$ cat src/hdl/tgdf_pkg.sv
// shared types and constants for the thousands-grouped decimal formatter
// no dependencies; imported by tgdf_digit_cell and the top level
package tgdf_pkg;

  // input word width and derived decimal digit count (floor of width * log10 2, plus one)
  localparam int ValueWidth = 32;
  localparam int NumDigits  = (ValueWidth * 30103) / 100000 + 1;
  localparam int DigIdxW    = $clog2(NumDigits);
  localparam int BitCntW    = $clog2(ValueWidth);

  // configuration register indexes
  localparam logic [1:0] CfgSuffixEnable = 2'd0;
  localparam logic [1:0] CfgSeparator    = 2'd1;
  localparam logic [1:0] CfgSuffixChar   = 2'd2;

  // register reset values and fixed characters
  localparam logic [7:0] SeparatorReset = 8'd46;
  localparam logic [7:0] SuffixReset    = 8'd100;
  localparam logic [7:0] CharZero       = 8'h30;
  localparam logic [7:0] CharMinus      = 8'h2d;

  // phase of a digit within its three-digit group
  localparam logic [1:0] GroupLast = 2'd2;

  typedef enum logic [2:0] {
    StIdle,
    StConv,
    StLead,
    StSign,
    StDigit,
    StSep,
    StSuffix
  } state_e;

  // control shared by every cell of the digit chain
  typedef struct packed {
    logic clear;
    logic shift;
  } cell_ctrl_t;

endpackage

$ cat src/hdl/tgdf_digit_cell.sv
// one bcd digit cell of the shift-and-add-3 conversion chain
// depends on tgdf_pkg for cell_ctrl_t
module tgdf_digit_cell import tgdf_pkg::*; (
  input  logic       clk_i,
  input  logic       rst_ni,
  input  cell_ctrl_t ctrl_i,
  input  logic       bit_i,
  output logic       carry_o,
  output logic [3:0] digit_o
);

  logic [3:0] digit_q, digit_d;
  logic [3:0] adj;

  // add 3 when the digit would overflow after doubling
  always_comb begin
    adj = (digit_q >= 4'd5) ? digit_q + 4'd3 : digit_q;
    carry_o = adj[3];
    digit_d = digit_q;
    if (ctrl_i.clear) begin
      digit_d = 4'd0;
    end else if (ctrl_i.shift) begin
      digit_d = {adj[2:0], bit_i};
    end
  end

  always_ff @(posedge clk_i or negedge rst_ni) begin
    if (!rst_ni) begin
      digit_q <= 4'd0;
    end else begin
      digit_q <= digit_d;
    end
  end

  assign digit_o = digit_q;

endmodule

$ cat src/hdl/thousands_grouped_decimal_formatter_unit.sv
// a request runs through conversion of all ValueWidth input bits, a lead-digit state, then one character
// per cycle, up to 15 characters; busy stays high through the last character
// the shift-and-add-3 digit chain sets the conversion time: one input bit per cycle
// one request at a time; the next request is taken in the cycle after the last character
// results are strobed for one cycle each and cannot be stalled
// asynchronous active-low reset clears control state and restores register defaults
module thousands_grouped_decimal_formatter_unit import tgdf_pkg::*; (
  input  logic                  clk_i,
  input  logic                  rst_ni,
  input  logic                  start,
  output logic                  busy,
  input  logic [ValueWidth-1:0] value_i,
  output logic                  text_valid_o,
  output logic [7:0]            text_char_o,
  output logic                  last_char_o,
  input  logic                  cfg_valid_i,
  output logic                  cfg_ready_o,
  input  logic [1:0]            cfg_index_i,
  input  logic [7:0]            cfg_data_i
);

  // configuration registers
  logic       sfx_en_q;
  logic [7:0] sep_q, sfx_q;

  assign cfg_ready_o = 1'b1;

  always_ff @(posedge clk_i or negedge rst_ni) begin
    if (!rst_ni) begin
      sfx_en_q <= 1'b0;
      sep_q    <= SeparatorReset;
      sfx_q    <= SuffixReset;
    end else if (cfg_valid_i && cfg_ready_o) begin
      unique case (cfg_index_i)
        CfgSuffixEnable: sfx_en_q <= cfg_data_i[0];
        CfgSeparator:    sep_q    <= cfg_data_i;
        CfgSuffixChar:   sfx_q    <= cfg_data_i;
        default: ;
      endcase
    end
  end

  // control and working registers
  state_e              state_q, state_d;
  logic [BitCntW-1:0]  cnt_q, cnt_d;
  logic [DigIdxW-1:0]  k_q, k_d;
  logic [1:0]          ph_q, ph_d;
  logic                neg_q, neg_d;
  logic [ValueWidth-1:0] mag_q, mag_d;

  logic       accept;
  cell_ctrl_t cell_ctrl;
  logic [3:0] digits [NumDigits];
  logic [NumDigits:0] chain;

  assign accept = start && !busy;
  assign busy   = (state_q != StIdle);

  // digit chain, least significant cell first
  assign chain[0] = mag_q[ValueWidth-1];
  for (genvar g = 0; g < NumDigits; g++) begin : g_cell
    tgdf_digit_cell u_cell (
      .clk_i   (clk_i),
      .rst_ni  (rst_ni),
      .ctrl_i  (cell_ctrl),
      .bit_i   (chain[g]),
      .carry_o (chain[g+1]),
      .digit_o (digits[g])
    );
  end

  // most significant nonzero digit and its group phase
  logic [DigIdxW-1:0] msd;
  logic [1:0]         msd_ph;
  logic [1:0]         ph_c;
  always_comb begin
    msd    = '0;
    msd_ph = '0;
    ph_c   = '0;
    for (int i = 0; i < NumDigits; i++) begin
      if (digits[i] != 4'd0) begin
        msd    = DigIdxW'(i);
        msd_ph = ph_c;
      end
      ph_c = (ph_c == GroupLast) ? 2'd0 : ph_c + 2'd1;
    end
  end

  // next state and outputs
  always_comb begin
    state_d      = state_q;
    cnt_d        = cnt_q;
    k_d          = k_q;
    ph_d         = ph_q;
    neg_d        = neg_q;
    mag_d        = mag_q;
    cell_ctrl    = '0;
    text_valid_o = 1'b0;
    text_char_o  = CharZero;
    last_char_o  = 1'b0;
    unique case (state_q)
      StIdle: begin
        if (accept) begin
          neg_d           = value_i[ValueWidth-1];
          mag_d           = value_i[ValueWidth-1] ? (~value_i + 1'b1) : value_i;
          cnt_d           = '0;
          cell_ctrl.clear = 1'b1;
          state_d         = StConv;
        end
      end
      StConv: begin
        cell_ctrl.shift = 1'b1;
        mag_d           = {mag_q[ValueWidth-2:0], 1'b0};
        cnt_d           = cnt_q + 1'b1;
        if (cnt_q == BitCntW'(ValueWidth - 1)) begin
          state_d = StLead;
        end
      end
      StLead: begin
        k_d     = msd;
        ph_d    = msd_ph;
        state_d = neg_q ? StSign : StDigit;
      end
      StSign: begin
        text_valid_o = 1'b1;
        text_char_o  = CharMinus;
        state_d      = StDigit;
      end
      StDigit: begin
        text_valid_o = 1'b1;
        text_char_o  = CharZero + {4'd0, digits[k_q]};
        if (k_q == '0) begin
          last_char_o = !sfx_en_q;
          state_d     = sfx_en_q ? StSuffix : StIdle;
        end else begin
          k_d = k_q - 1'b1;
          if (ph_q == 2'd0) begin
            ph_d    = GroupLast;
            state_d = StSep;
          end else begin
            ph_d = ph_q - 2'd1;
          end
        end
      end
      StSep: begin
        text_valid_o = 1'b1;
        text_char_o  = sep_q;
        state_d      = StDigit;
      end
      StSuffix: begin
        text_valid_o = 1'b1;
        text_char_o  = sfx_q;
        last_char_o  = 1'b1;
        state_d      = StIdle;
      end
      default: state_d = StIdle;
    endcase
  end

  // state register
  always_ff @(posedge clk_i or negedge rst_ni) begin
    if (!rst_ni) begin
      state_q <= StIdle;
    end else begin
      state_q <= state_d;
    end
  end

  // working registers
  always_ff @(posedge clk_i) begin
    cnt_q <= cnt_d;
    k_q   <= k_d;
    ph_q  <= ph_d;
    neg_q <= neg_d;
    mag_q <= mag_d;
  end

  // checks
  a_no_strobe_idle: assert property (@(posedge clk_i) disable iff (!rst_ni)
    !busy |-> !text_valid_o)
    else $error("character strobe while idle");

  a_last_has_strobe: assert property (@(posedge clk_i) disable iff (!rst_ni)
    last_char_o |-> text_valid_o)
    else $error("last flag without strobe");

  a_idle_after_last: assert property (@(posedge clk_i) disable iff (!rst_ni)
    (text_valid_o && last_char_o) |=> !busy)
    else $error("still busy after last character");

  a_busy_after_start: assert property (@(posedge clk_i) disable iff (!rst_ni)
    accept |=> (busy && !text_valid_o))
    else $error("request not taken into conversion");

  a_strobe_ends_item: assert property (@(posedge clk_i) disable iff (!rst_ni)
    (busy && !$past(busy) && $past(rst_ni)) |-> !text_valid_o)
    else $error("character strobed before conversion");

endmodule
$ cat config.mk
export PLATFORM = sky130hd
export DESIGN_NAME = thousands_grouped_decimal_formatter_unit
export DESIGN_NICKNAME = d
export VERILOG_FILES = /design/src/hdl/tgdf_pkg.sv /design/src/hdl/tgdf_digit_cell.sv /design/src/hdl/thousands_grouped_decimal_formatter_unit.sv
export SDC_FILE = /design/constraint.sdc
export NUM_CORES = 1
export LEC_CHECK = 0
export BUFFER_PORTS_ARGS = -buffer_cell sky130_fd_sc_hd__buf_2
export CAP_MARGIN = 25
export CELL_PAD_IN_SITES_DETAIL_PLACEMENT = 1
export CELL_PAD_IN_SITES_GLOBAL_PLACEMENT = 1
export CORE_ASPECT_RATIO = 0.7
export CORE_MARGIN = 2
export CORE_UTILIZATION = 48
export DETAILED_ROUTE_END_ITERATION = 12
export GPL_TIMING_DRIVEN = 0
export PLACE_DENSITY = 0.86
export SLEW_MARGIN = 20
export SYNTH_ARGS = -nofsm -noshare
export SYNTH_HDL_FRONTEND = slang
export SYNTH_HIERARCHICAL = 1
export SYNTH_SLANG_ARGS = --single-unit
$ cat constraint.sdc
create_clock -name clk_i -period 5 [get_ports clk_i]
set_input_delay 1 -clock clk_i [delete_from_list [all_inputs] [get_ports clk_i]]
set_output_delay 1 -clock clk_i [all_outputs]
set_load 0.01 [all_outputs]
==> impl_results.md <==
* Combined buffer and inverter count along the critical path at 3
* Overall routed net length at 19430 um
* CTS clk-pin slew, worst paths at 0.07 ns
* Leading cell type in the layout, fill and taps excluded: sky130_fd_sc_hd__buf_2
* Total number of clock tree sinks at 104
* Number of antenna violations at the first check in global routing at 0
* Vias after detailed routing at 5740
* CP most frequent cell: sky130_fd_sc_hd__buf_2
* Transition time of the tightest slew-check pin at 0.9889 ns
* Kind of end point of the critical path: output port
* Time the worst path needs with I/O delays and setup at 3.829 ns
* Largest net degree at the start of global routing at 61
* Peak per-stage delay on the critical path at 0.57 ns
* Core area at 0.01383 mm2
* Gr usage total at 26.22%
* Net Count, Synth at 749
* Biggest fanout along the worst timing path at 10
* Crit path kind: reg -> out
* Maximum achievable frequency at 261.1 MHz
* Pwr dens at 650.5 mW/mm2
* Fraction of final layout cells with drive strength greater than 1 at 21.30%
* Filler cells at 1609
* Data required time of the worst path at 4.00 ns
* Slew margin rel. at 33.46%
* Routed wl met2 at 9318 um
* Antenna cell count at 0
* Starting utilization of the core area at 48.88%
* Data arrival time of the critical path at 2.83 ns
* Via count of the first global-routing pass at 5883
* Worst reg2reg setup slack at 1.69 ns
* Final Non-Filler Cells at 941
* RSZ-0062 raised after global routing: no
* Count of pins over their slew limit at 0
* GRT overflow at 0
* Number of nets at the end of the flow at 819
* Clock Latency Late Sink at 0.36 ns
* Placer Congestion at 0.8419
* Number of warnings printed during yosys synthesis at 6
* Footprint of the flip-flops and latches at 0.002831 mm2
* First-pass GRT wire length at 31000 um
* Width of the die at 145.8 um
* Post-DR wirelength/cell at 20.65 um
* Post-Place Cell Area at 0.007368 mm2
* Kind of launch point of the worst setup path: flip-flop
* Total of cells resized after clock tree synthesis at 0
* Highest metal layer with signal wires: met4
* Avg Synthesized Cell Area at 9.998 um2
* Outcome: finished clean
* Placed Cells at 925
* Most frequent cells in the layout: 67 x sky130_fd_sc_hd__buf_2, 55 x sky130_fd_sc_hd__nor2_1, 54 x sky130_fd_sc_hd__nand2_1
* Netlist area before placement at 0.006759 mm2
* Setup violators final at 0
* Area of the multi-input gates at 0.003665 mm2
* # IOs at 58
* Vertical die dimension at 103.3 um
* Remaining antenna violation count after routing at 0
* Crit-path leading delay family: multiplexers
* CTS Hold Buffers Added at 0
* Number of remaining DRC errors at 0
* Type of the worst min-delay path: reg -> reg
* Pleak at 3.015 nW
* Area of all placed cells without fillers at 0.007649 mm2
* Crit-path cells: clkbuf_1 > buf_2 > mux4_2 > mux2i_1 > o221a_2 > nor2_1 > buf_2
* Pre-antenna DRT Iters at 5
* Area enclosed by the die boundary at 0.01506 mm2
* Clk_skew at 0.009270 ns
* Clock buffer depth at 2
* HPWL Detailed at 14060 um
* Num CTS Buffers at 9
* Maxcap violations at 0
* Cell chosen for the clock root: sky130_fd_sc_hd__clkbuf_16
* Port Buffer Count at 56
* Setup Buffers After CTS at 0
* Instance count of the mapped netlist at 676
* Met3 Wirelength at 970 um
* Post-DR vias/cell at 6.100
* Site row count at 36
* Metal-1 WL at 8811 um
* Worst ir drop on vdd at 253.5 uV
* Share of the clock period used by the worst path after layout at 76.59%
* Critical-path cell with the highest stage delay: sky130_fd_sc_hd__mux4_2
* Clock tree from TritonCTS: yes
* Iter 0 DRT Violations at 351
* Synthesis-to-finish area growth at 13.16%
* Fin. Hold Viols at 0
* Number of levels the H-tree was split into at 3
-- final cells by class --
type | instances | area share, %
Sequential cell | 104 | 37.02
Clock inverter | 6 | 0.6707
Clock buffer | 10 | 2.994
Tap cell | 190 | 3.108
Timing Repair Buffer | 59 | 4.613
Buffer | 35 | 1.963
Multi-Input combinational cell | 502 | 47.91
Inverter | 35 | 1.718
-- stage by stage --
| stage | power (mW) | worst slack (ns) | hold slack [ns] | TNS (ns) | util (%) |
|---|---|---|---|---|---|
| global route | 5.309 | 1.051 | 0.5315 | 0 | 55.31 |
| global placement | 3.917 | -0.1994 | 0.4868 | -7.307 | 52.62 |
| floorplan | 3.391 | 0.8028 | 0.4654 | 0 | - |
| finish | 4.975 | 1.171 | 0.5125 | 0 | 55.31 |
| CTS | 4.956 | 1.236 | 0.5141 | 0 | 55.31 |
| detailed placement | 4.221 | 1.639 | 0.4964 | 0 | 53.28 |
-- per-layer routing --
layer | track usage, % | vias to the layer above
met5 | 0 | -
met4 | 7.843 | 0
met3 | 5.351 | 28
met2 | 44.52 | 156
met1 | 34.59 | 2921
li1 | - | 2635
-- sequential cells by signal (all words and copies together), names as in the netlist --
signal,flops
cnt_q,5
g_cell.u_cell/digit_o,40
k_q,4
mag_q,32
neg_q,1
ph_q,2
sep_q,8
sfx_en_q,1
sfx_q,8
state_q,3
-- where the power goes --
part / internal, mW / total, mW / switching [mW]
clock: 0.347 / 0.692 / 0.345
sequential: 1.38 / 1.69 / 0.317
combinational: 1.03 / 2.59 / 1.56
total: 2.75 / 4.98 / 2.22
-- path summary, 6_finish.rpt --
kind | depth (start not counted) | endpoint | from
setup / recovery | 7 | text_char_o[0] | k_q[0]
hold / removal | 1 | sep_q[6] | sep_q[6]
setup reg to reg | 10 | g_cell[0].u_cell/digit_o[1] | state_q[0]
hold reg to reg | 1 | sep_q[6] | sep_q[6]
max in group asynchronous | 1 | g_cell[7].u_cell/digit_o[2] | rst_ni
min in group asynchronous | 1 | g_cell[1].u_cell/digit_o[0] | rst_ni
-- worst reg2reg max path: stages, from the launching register on --
cell                       delay [ns]
sky130_fd_sc_hd__dfrtp_1         0.36
sky130_fd_sc_hd__buf_2           0.23
sky130_fd_sc_hd__or3b_1          0.38
sky130_fd_sc_hd__clkbuf_1        0.19
sky130_fd_sc_hd__inv_1           0.10
sky130_fd_sc_hd__clkbuf_1        0.39
sky130_fd_sc_hd__clkbuf_1        0.50
sky130_fd_sc_hd__buf_8           0.23
sky130_fd_sc_hd__buf_2           0.22
sky130_fd_sc_hd__or4b_1          0.48
sky130_fd_sc_hd__o311ai_1        0.13
Note: power is estimated with default switching activity, not from simulation.
